==> src/rtl/core/rpd_pkg.sv <==
package rpd_pkg;

    // Header layout
    localparam int HDR_BYTES        = 8;
    localparam int FULL_HDR         = 16;
    localparam int MAX_TRANSFER_DEF = 16384;
    localparam int TLEN_W           = 15;
    localparam logic [31:0] PKT_TYPE_RESET = 32'd1;

    // Result codes
    typedef enum logic [2:0] {
        EV_FRAME  = 3'd0,
        EV_SHORT  = 3'd1,
        EV_TYPE   = 3'd2,
        EV_LENGTH = 3'd3,
        EV_ZERO   = 3'd4,
        EV_TRUNC  = 3'd5
    } rpd_event_t;

    typedef struct packed {
        logic [7:0]        data_byte;
        logic              first_of_transfer;
        logic [TLEN_W-1:0] transfer_length;
    } rpd_in_t;

    typedef struct packed {
        logic [7:0] frame_byte;
        logic       frame_last;
        rpd_event_t event_res;
    } rpd_out_t;

    // Parser result toward the output register
    typedef struct packed {
        logic     valid;
        rpd_out_t item;
    } rpd_res_t;

endpackage

==> src/rtl/core/rpd_in_reg.sv <==
module rpd_in_reg (
    input  logic             aclk,
    input  logic             aresetn,
    input  logic             s_valid,
    output logic             s_ready,
    input  rpd_pkg::rpd_in_t s_data,
    input  logic             take,
    output logic             item_valid,
    output rpd_pkg::rpd_in_t item
);
    import rpd_pkg::*;

    logic    valid_reg, valid_next;
    rpd_in_t data_reg;

    // Free when empty or when the held byte moves on this cycle
    assign s_ready = !valid_reg || take;

    always_comb begin
        valid_next = valid_reg;
        if (s_valid && s_ready) begin
            valid_next = 1'b1;
        end else if (take) begin
            valid_next = 1'b0;
        end
    end

    always_ff @(posedge aclk) begin
        if (!aresetn) begin
            valid_reg <= 1'b0;
        end else begin
            valid_reg <= valid_next;
        end
    end

    always_ff @(posedge aclk) begin
        if (s_valid && s_ready) begin
            data_reg <= s_data;
        end
    end

    assign item_valid = valid_reg;
    assign item       = data_reg;

endmodule

==> src/rtl/core/rpd_parser.sv <==
module rpd_parser #(
    parameter int MAX_TRANSFER = rpd_pkg::MAX_TRANSFER_DEF
) (
    input  logic              aclk,
    input  logic              aresetn,
    input  logic              cfg_wr_en,
    input  logic [31:0]       cfg_wr_data,
    input  logic              fire,
    input  rpd_pkg::rpd_in_t  item,
    output rpd_pkg::rpd_res_t res
);
    import rpd_pkg::*;

    localparam int LEFT_W = $clog2(MAX_TRANSFER + 1);
    localparam int POS_W  = $clog2(MAX_TRANSFER + HDR_BYTES);

    logic [31:0]       pkt_type_reg;
    logic [LEFT_W-1:0] left_reg, left_next;
    logic [POS_W-1:0]  pos_reg, pos_next;
    logic              disc_reg, disc_next;
    logic [23:0]       asm_reg, asm_next;
    logic [31:0]       kind_reg, kind_next;
    logic [31:0]       msg_len_reg, msg_len_next;
    logic              off_small_reg, off_small_next;
    logic [32:0]       start_reg, start_next;
    logic [31:0]       end_reg, end_next;

    logic [LEFT_W-1:0] left_v, len_sat;
    logic [POS_W-1:0]  pos_v, pos_inc;
    logic              disc_v;
    logic [31:0]       word;
    logic [32:0]       pos_ext;
    logic [33:0]       end_calc;
    logic [7:0]        b;

    assign b       = item.data_byte;
    assign word    = {b, asm_reg};
    assign pos_ext = 33'(pos_v);
    assign pos_inc = pos_v + POS_W'(1);
    assign end_calc = 34'(start_reg) + 34'(word);

    // Saturate the transfer length
    always_comb begin
        if (32'(item.transfer_length) > 32'(MAX_TRANSFER)) begin
            len_sat = LEFT_W'(MAX_TRANSFER);
        end else begin
            len_sat = LEFT_W'(item.transfer_length);
        end
    end

    // Transfer start overrides the running state
    assign left_v = item.first_of_transfer ? len_sat : left_reg;
    assign pos_v  = item.first_of_transfer ? '0 : pos_reg;
    assign disc_v = item.first_of_transfer ? 1'b0 : disc_reg;

    // Byte parsing
    always_comb begin
        left_next      = left_reg;
        pos_next       = pos_reg;
        disc_next      = disc_reg;
        asm_next       = asm_reg;
        kind_next      = kind_reg;
        msg_len_next   = msg_len_reg;
        off_small_next = off_small_reg;
        start_next     = start_reg;
        end_next       = end_reg;
        res            = '0;
        res.item.event_res = EV_FRAME;

        if (fire) begin
            left_next = left_v;
            pos_next  = pos_v;
            disc_next = disc_v;
            if (left_v != '0) begin
                if (!disc_v) begin
                    asm_next = {b, asm_reg[23:8]};
                    pos_next = pos_inc;
                    if (pos_v == '0 && 32'(left_v) < 32'(HDR_BYTES)) begin
                        res.valid          = 1'b1;
                        res.item.event_res = EV_SHORT;
                    end else if (pos_v == POS_W'(3)) begin
                        kind_next = word;
                    end else if (pos_v == POS_W'(HDR_BYTES - 1)) begin
                        msg_len_next = word;
                        res.valid    = 1'b1;
                        if (kind_reg != pkt_type_reg) begin
                            res.item.event_res = EV_TYPE;
                        end else if (33'(word) > 33'(left_v) + 33'd7) begin
                            res.item.event_res = EV_LENGTH;
                        end else if (word == '0) begin
                            res.item.event_res = EV_ZERO;
                        end else if (word < 32'(FULL_HDR)) begin
                            res.item.event_res = EV_TRUNC;
                        end else begin
                            res.valid = 1'b0;
                        end
                    end else if (pos_v == POS_W'(11)) begin
                        off_small_next = (word < 32'(HDR_BYTES));
                        start_next     = 33'(word) + 33'(HDR_BYTES);
                    end else if (pos_v == POS_W'(FULL_HDR - 1)) begin
                        end_next = end_calc[31:0];
                        if (off_small_reg || end_calc > 34'(msg_len_reg)) begin
                            res.valid          = 1'b1;
                            res.item.event_res = EV_TRUNC;
                        end
                    end else if (pos_v >= POS_W'(FULL_HDR)) begin
                        // Payload window
                        if (pos_ext >= start_reg && pos_ext < 33'(end_reg)) begin
                            res.valid           = 1'b1;
                            res.item.frame_byte = b;
                            res.item.frame_last = (pos_ext + 33'd1) == 33'(end_reg);
                        end
                    end

                    if (res.valid && res.item.event_res != EV_FRAME) begin
                        disc_next = 1'b1;
                        pos_next  = '0;
                    end else if (pos_v >= POS_W'(FULL_HDR - 1)
                                 && 32'(pos_inc) >= msg_len_reg) begin
                        pos_next = '0;
                    end
                end
                left_next = left_v - LEFT_W'(1);
                if (left_v == LEFT_W'(1)) begin
                    disc_next = 1'b0;
                    pos_next  = '0;
                end
            end
        end
    end

    always_ff @(posedge aclk) begin
        if (!aresetn) begin
            pkt_type_reg <= PKT_TYPE_RESET;
            left_reg     <= '0;
            pos_reg      <= '0;
            disc_reg     <= 1'b0;
        end else begin
            if (cfg_wr_en) begin
                pkt_type_reg <= cfg_wr_data;
            end
            left_reg <= left_next;
            pos_reg  <= pos_next;
            disc_reg <= disc_next;
        end
    end

    // Header words, only read after being written within a message
    always_ff @(posedge aclk) begin
        asm_reg       <= asm_next;
        kind_reg      <= kind_next;
        msg_len_reg   <= msg_len_next;
        off_small_reg <= off_small_next;
        start_reg     <= start_next;
        end_reg       <= end_next;
    end

endmodule

==> src/rtl/core/rpd_out_reg.sv <==
module rpd_out_reg (
    input  logic              aclk,
    input  logic              aresetn,
    input  rpd_pkg::rpd_res_t res,
    output logic              out_free,
    output logic              m_valid,
    input  logic              m_ready,
    output rpd_pkg::rpd_out_t m_data
);
    import rpd_pkg::*;

    logic     valid_reg, valid_next;
    rpd_out_t data_reg;

    // Slot opens when empty or when the held result transfers
    assign out_free = !valid_reg || m_ready;

    always_comb begin
        valid_next = valid_reg;
        if (out_free) begin
            valid_next = res.valid;
        end
    end

    always_ff @(posedge aclk) begin
        if (!aresetn) begin
            valid_reg <= 1'b0;
        end else begin
            valid_reg <= valid_next;
        end
    end

    always_ff @(posedge aclk) begin
        if (out_free && res.valid) begin
            data_reg <= res.item;
        end
    end

    assign m_valid = valid_reg;
    assign m_data  = data_reg;

endmodule

==> src/rtl/core/rndis_packet_deframer_unit.sv <==
// RNDIS packet deframer: takes one bulk-transfer byte per cycle and returns
// payload bytes as frame bytes (frame_last on the final one) or one error
// event per malformed message, after which the rest of the transfer is
// dropped. A byte passes an input register, is parsed combinationally, and
// its result (if any) is registered in an output register, which drives
// m_valid. Throughput is one byte per cycle, limited only by the result
// register draining. No clearing pass is needed after reset. The type
// register may be written only while the block is idle.
module rndis_packet_deframer_unit #(
    parameter int MAX_TRANSFER = rpd_pkg::MAX_TRANSFER_DEF
) (
    input  logic              aclk,
    input  logic              aresetn,
    input  logic              s_valid,
    output logic              s_ready,
    input  rpd_pkg::rpd_in_t  s_data,
    output logic              m_valid,
    input  logic              m_ready,
    output rpd_pkg::rpd_out_t m_data,
    input  logic              cfg_wr_en,
    input  logic [31:0]       cfg_wr_data
);
    import rpd_pkg::*;

    logic     item_valid, out_free, fire;
    rpd_in_t  item;
    rpd_res_t res;

    // A byte is parsed when the result slot can take its outcome
    assign fire = item_valid && out_free;

    rpd_in_reg u_in_reg (
        .aclk       (aclk),
        .aresetn    (aresetn),
        .s_valid    (s_valid),
        .s_ready    (s_ready),
        .s_data     (s_data),
        .take       (fire),
        .item_valid (item_valid),
        .item       (item)
    );

    rpd_parser #(
        .MAX_TRANSFER (MAX_TRANSFER)
    ) u_parser (
        .aclk        (aclk),
        .aresetn     (aresetn),
        .cfg_wr_en   (cfg_wr_en),
        .cfg_wr_data (cfg_wr_data),
        .fire        (fire),
        .item        (item),
        .res         (res)
    );

    rpd_out_reg u_out_reg (
        .aclk     (aclk),
        .aresetn  (aresetn),
        .res      (res),
        .out_free (out_free),
        .m_valid  (m_valid),
        .m_ready  (m_ready),
        .m_data   (m_data)
    );

endmodule

==> config.mk <==
export PLATFORM = sky130hd
export DESIGN_NAME = rndis_packet_deframer_unit
export DESIGN_NICKNAME = d
export VERILOG_FILES = /design/src/rtl/core/rpd_pkg.sv /design/src/rtl/core/rpd_in_reg.sv /design/src/rtl/core/rpd_parser.sv /design/src/rtl/core/rpd_out_reg.sv /design/src/rtl/core/rndis_packet_deframer_unit.sv
export SDC_FILE = /design/constraint.sdc
export NUM_CORES = 1
export LEC_CHECK = 0
export ABC_AREA = 1
export BUFFER_PORTS_ARGS = -buffer_cell sky130_fd_sc_hd__buf_2
export CAP_MARGIN = 20
export CORE_ASPECT_RATIO = 0.9
export CORE_MARGIN = 2
export CORE_UTILIZATION = 40
export CTS_BUF_LIST = sky130_fd_sc_hd__clkbuf_8
export CTS_CLUSTER_SIZE = 12
export DETAILED_ROUTE_END_ITERATION = 10
export PLACE_DENSITY = 0.68
export SLEW_MARGIN = 10
export SYNTH_ARGS = -nofsm -noshare
export SYNTH_HDL_FRONTEND = slang
export SYNTH_HIERARCHICAL = 1
export SYNTH_SLANG_ARGS = --single-unit
==> constraint.sdc <==
create_clock -name aclk -period 4.5 [get_ports aclk]
set_input_delay 0.45 -clock aclk [delete_from_list [all_inputs] [get_ports aclk]]
set_output_delay 0.45 -clock aclk [all_outputs]
set_load 0.03 [all_outputs]
Word level (Yosys, flattened, before mapping)
Index checks and enable logic that the tools add are counted.

$mul: 0. Muxes and demuxes: 48. Bitwise gates (word level): 9. Equal/unequal tests: 7. $add $sub $neg: 6. Reductions and logical operators: 24. Order comparisons: 11. Shift operators: 0. Divide/modulo/power cells: 0.

Operators by type and width (count): 15-bit 2-to-1 mux (9); 13-bit 2-to-1 mux (5); 33-bit by 32-bit adder with 34-bit output (1); 34-bit by 32-bit greater-than comparator with 1-bit output (1); 32-bit by 4-bit adder with 33-bit output, second input constant (1); 33-bit by 32-bit == test with 1-bit output (1); 15-bit by 33-bit >= comparator with 1-bit output (1); 32-bit by 33-bit greater-than comparator with 1-bit output (1); 3-bit 2-to-1 mux (11); 15-bit by 32-bit >= comparator with 1-bit output (1); 32-bit logical NOT (1); 15-bit by 32-bit < comparator with 1-bit output (1); 32-bit by 4-bit < comparator with 1-bit output, second input constant (1); 32-bit by 5-bit < comparator with 1-bit output, second input constant (1); 32-bit != test (1); 15-bit by 4-bit == test with 1-bit output, second input constant (2); 9-bit 2-to-1 mux (3); 10-bit 2-to-1 mux (2); 1-bit 2-to-1 mux (18); 15-bit by 1-bit adder with 16-bit output, second input constant (1); 15-bit by 3-bit adder with 16-bit output, second input constant (1); 15-bit by 1-bit adder with 15-bit output, second input constant (1); 15-bit by 1-bit == test with 1-bit output, second input constant (1); 15-bit by 2-bit == test with 1-bit output, second input constant (1); other kinds (21) (38).

Bits in writable memories: 0. Output and inout bits: 14. Memories: 0. Bits of input ports: 61. Register bits after elaboration: 255. Memory bits (read-only): 0. Latch bits: 0. Logic and storage cells: 123.

Depth between registers and ports, before layout
Depth in word-level cells: 19. Mapped depth: 35. Mapped depth without buffers: 35.

Cells and area by module
Netlist, hierarchy kept.

By module, submodules not included: rpd_parser (sequential area each 5885.6 sq um, cells each 1715, area each 14154.8 sq um, instances 1); rpd_in_reg (sequential area each 740.7 sq um, cells each 31, area each 772.0 sq um, instances 1); rpd_out_reg (sequential area each 380.4 sq um, cells each 19, area each 411.6 sq um, instances 1); rndis_packet_deframer_unit (sequential area each 0.0 sq um, cells each 2, area each 7.5 sq um, instances 1).

Worst setup path before layout
Ideal clock, no wire load.

Kind: reg-to-reg. From: register u_parser.asm_reg[12]. To: register u_out_reg.data_reg, in the netlist u_out_reg/m_data[0], enable pin. Path slack: -0.185 ns. Required time: 4.115 ns. Path buffers: 0. Arrival time: 4.300 ns. Stages on the path, launching flop included: 30. Setup time: 0.385 ns. Cell sequence: edfxtp_1 ha_1 nand2_1 nor2_1 nand2_1 inv_1 nand4_1 nand3_1 inv_1 o21ai_0 a21oi_1 o21ai_0 nand3_1 nand2_1 nand3_1 nand2_1 xor2_1 ha_1 nand2_1 nor3_1 and3b_1 nand4_1 nand2_1 nand2_1 nand2_1 nand2_1 o211ai_1 a21oi_1 inv_1 a21oi_1.

RTL lines: from (decl) (line rpd_parser.sv:21) `logic [23:0] asm_reg, asm_next;`; from (signal assigned) (line rpd_parser.sv:150) `asm_reg <= asm_next;`; to (signal assigned) (line rpd_out_reg.sv:35) `data_reg <= res.item;`; to (decl) (line rpd_out_reg.sv:13) `rpd_out_t data_reg;`.

==> reports/metrics.yaml <==
status:
  outcome: "finished with violations"
  failed_checks: "setup timing"
timing:
  finalCritPeriodShare: 1.01
  hold_viol: 0
  slew_viol_final: 0
  finalHoldWorstSlack_ns: 0.0286
  finClkSkew_ns: 0.0284
  worstMarginPinSlew_ns: 0.939
  tns_ns: -0.230
  fmaxAchievable_mhz: 220
  worst_slack_ns: -0.0410
  setup_viol: 12
  min_period_ns: 4.54
  rsz0062_at_grt: "true"
  slew_headroom: 0.374
placement:
  gp_congestion: 0.942
  place_ws_ns: -0.575
  numPortBuffers: 74
  hpwl_um: 33600
worst_setup_path:
  critPathMaxStageDelay_ns: 0.42
  r2r_setup_slack_ns: -0.04
  reg2regPathDepth: 33
  worst-path-buf-inv: 6
  startpoint_type: "flop"
  cpMostUsedCell: "nand2_1"
  reg2reg_to: "u_out_reg/m_data[11]"
  cp_top_family: "simple AND/OR/NAND/NOR gates"
  cp_max_fo: 4
  slowest_stage: "edfxtp_1"
  worstPathRequired_ns: 4.81
  crit_path_end_kind: "flop"
  reg2reg_from: "u_in_reg/item[9]"
  path_class: "reg -> reg"
  worst-endpoint-arrival_ns: 4.85
yosys:
  async_reset_ff_frac: 0
  ys.flop_type: "edfxtp_1"
  synth.yosys.seq_area_share: 0.457
  synth.ff_latch_count: 255
  yosys.cell_types.count: 53
  syn-num-nets: 1960
  synth_edf_count: 190
  yosys_warnings: 6
  avgSynthCellArea_um2: 8.68
  synthCells: 1767
  syn-cell-area_um2: 15300
route:
  drt_wl_total_um: 43900
  drtIter0Drc: 1048
  drcViolationCount: 0
  vias_per_cell: 5.09
  drtPass1Iterations: 6
  routedWlPerCell_um: 16.9
  ant_nets: 0
  vias: 13200
grt:
  overflow: 0
  grtUsageTotal: 0.219
  antenna_found_initial: 1
  grt_pass1_vias: 12900
  grt_use_met3: 0.0345
  busiest_layer: "met2"
  grt_max_degree: 61
  use_met2: 0.343
  grt_pass1_wl_um: 68400
  use_met1: 0.314
finish:
  largest_reg_flops: 33
  fin_nets: 2275
  antenna_cells: 0
  drive_above_1_share: 0.225
  layout_common_cells: "nand2_1 (292), inv_1 (253), buf_4 (204), nor2_1 (202), edfxtp_1 (190)"
  area_delta_synth_final_pct: 25.4
  final_common_cell: "nand2_1"
power:
  power_mw: 6.06
  switching_share: 0.273
  seq_power_share: 0.439
  switchingPower_mw: 1.66
  p_clk_frac: 0.397
  power_density_nw_per_um2: 315
  internal_power_mw: 4.40
  comb_power_share: 0.164
  leakage_nw: 8.83
  ir_worst_vdd_mv: 0.306
run:
  maxCapViolations: 0
clocking:
  clockBufferDepth: 3
  clk_pin_slew_ns: 0.06
  cts-root-buf: "clkbuf_8"
  cts_inserted_buffers: 45
  worstSkewPairLatency_ns: 0.61
  clkSinkCount: 255
  htree_levels: 2
  cts_tree: "yes"
floorplanning:
  start_util: 0.403
  die_w_um: 210
  core_um2: 38100
  die_y_um: 190
  dieArea_um2: 40000
  rows: 68
  io_pins: 75
worst_hold_path:
  min_to: "u_in_reg/item[23]"
  hp-class: "in -> reg"
  hold_depth: 1
  hp-start: "s_data[23]"
[synthesized netlist by cell type, types with 3 or more instances]
| cell | n | share of area |
|---|---|---|
| dfxtp_1 | 65 | 0.085 |
| nand2_1 | 307 | 0.075 |
| xor2_1 | 82 | 0.047 |
| inv_2 | 8 | 0.0020 |
| or2_2 | 6 | 0.0024 |
| nor4_1 | 22 | 0.0090 |
| o21bai_1 | 3 | 0.0015 |
| a21o_1 | 8 | 0.0039 |
| nand3_1 | 55 | 0.018 |
| inv_1 | 252 | 0.062 |
| nand4_1 | 37 | 0.015 |
| ha_1 | 131 | 0.11 |
| a211oi_1 | 3 | 0.0015 |
| nor2_2 | 8 | 0.0033 |
| o21a_1 | 3 | 0.0015 |
| o21ai_0 | 106 | 0.035 |
| o211ai_1 | 9 | 0.0044 |
| a21oi_2 | 5 | 0.0029 |
| edfxtp_1 | 190 | 0.37 |
| xnor2_1 | 28 | 0.016 |
| nand3_2 | 3 | 0.0020 |
| nor2_1 | 217 | 0.053 |
| nor3_1 | 23 | 0.0075 |
| a31oi_1 | 14 | 0.0057 |
| nand3b_1 | 3 | 0.0015 |
| buf_4 | 3 | 0.0015 |
| clkbuf_1 | 22 | 0.0054 |
| o21ai_1 | 4 | 0.0013 |
| nor3_2 | 6 | 0.0039 |
| a21oi_1 | 108 | 0.035 |
| nand2_2 | 7 | 0.0029 |
[cell families after synthesis]
family	after synthesis	share of synthesized area
simple gates	705	0.200
xor+xnor	110	0.0628
compound gates	278	0.101
buf+inv	287	0.0715
fa+ha+maj	132	0.108
flops	255	0.457
[final cells by class]
type | count | area, um2
multi-input cells | 1225 | 7570
repair buffers | 295 | 2100
clock inverters | 29 | 322
inverters | 260 | 976
clock buffers | 48 | 661
flip-flops and latches | 255 | 7010
well taps | 490 | 613
fillers | 3534 | 18900
[routing by layer]
metal  vias to the layer above  routed length [um]
li1                       6570                   -
met1                      6199               20600
met2                       414               19300
met3                        60                3000
met4                         0                1010
met5                         -                   0
[power by group through the flow]
stage	clock [mW]	combinational (mW)	sequential (mW)
after global routing	2.56	1.11	2.66
after CTS	2.46	0.940	2.66
after detailed placement	0	0.918	2.70
final	2.41	0.995	2.66
after floorplan	0	0.543	2.71
after global placement	0	0.897	2.70
[metrics by stage]
| stage | cells | util | area [um2] |
|---|---|---|---|
| after global placement | 2490 | 0.462 | 17600 |
| after floorplan | 1767 | - | 15400 |
| after global routing | 2602 | 0.505 | 19200 |
| final | 2602 | 0.505 | 19200 |
| after detailed placement | 2490 | 0.462 | 17600 |
| after CTS | 2584 | 0.494 | 18800 |
[repair_timing]
| item | CTS | global route |
|---|---|---|
| setup buffers | 3 | 18 |
| hold buffers | 14 | 0 |
| cloned | 0 | 1 |
| pin swaps | 2 | 36 |
| resized for setup | 12 | 77 |
| endpoints found under the setup margin | 21 | 23 |
| hold endpoints to repair | 14 | 0 |
[worst max-delay path by stage]
stage	cells after the start	slack, ns	to	startpoint
final	33	-0.04	u_out_reg/m_data[11]	u_in_reg/item[9]
after global routing	33	-0.38	u_out_reg/m_data[4]	u_in_reg/item[9]
after CTS	32	0.02	u_out_reg/m_data[11]	u_parser/asm_reg[0]
after detailed placement	27	-0.58	u_out_reg/m_data[9]	u_parser/asm_reg[10]
after global placement	27	-0.41	u_out_reg/m_data[9]	u_parser/asm_reg[10]
after floorplan	17	0.02	u_parser/end_reg[0]	u_in_reg/item[0]
No activity file was read; power rests on OpenSTA's default activity.
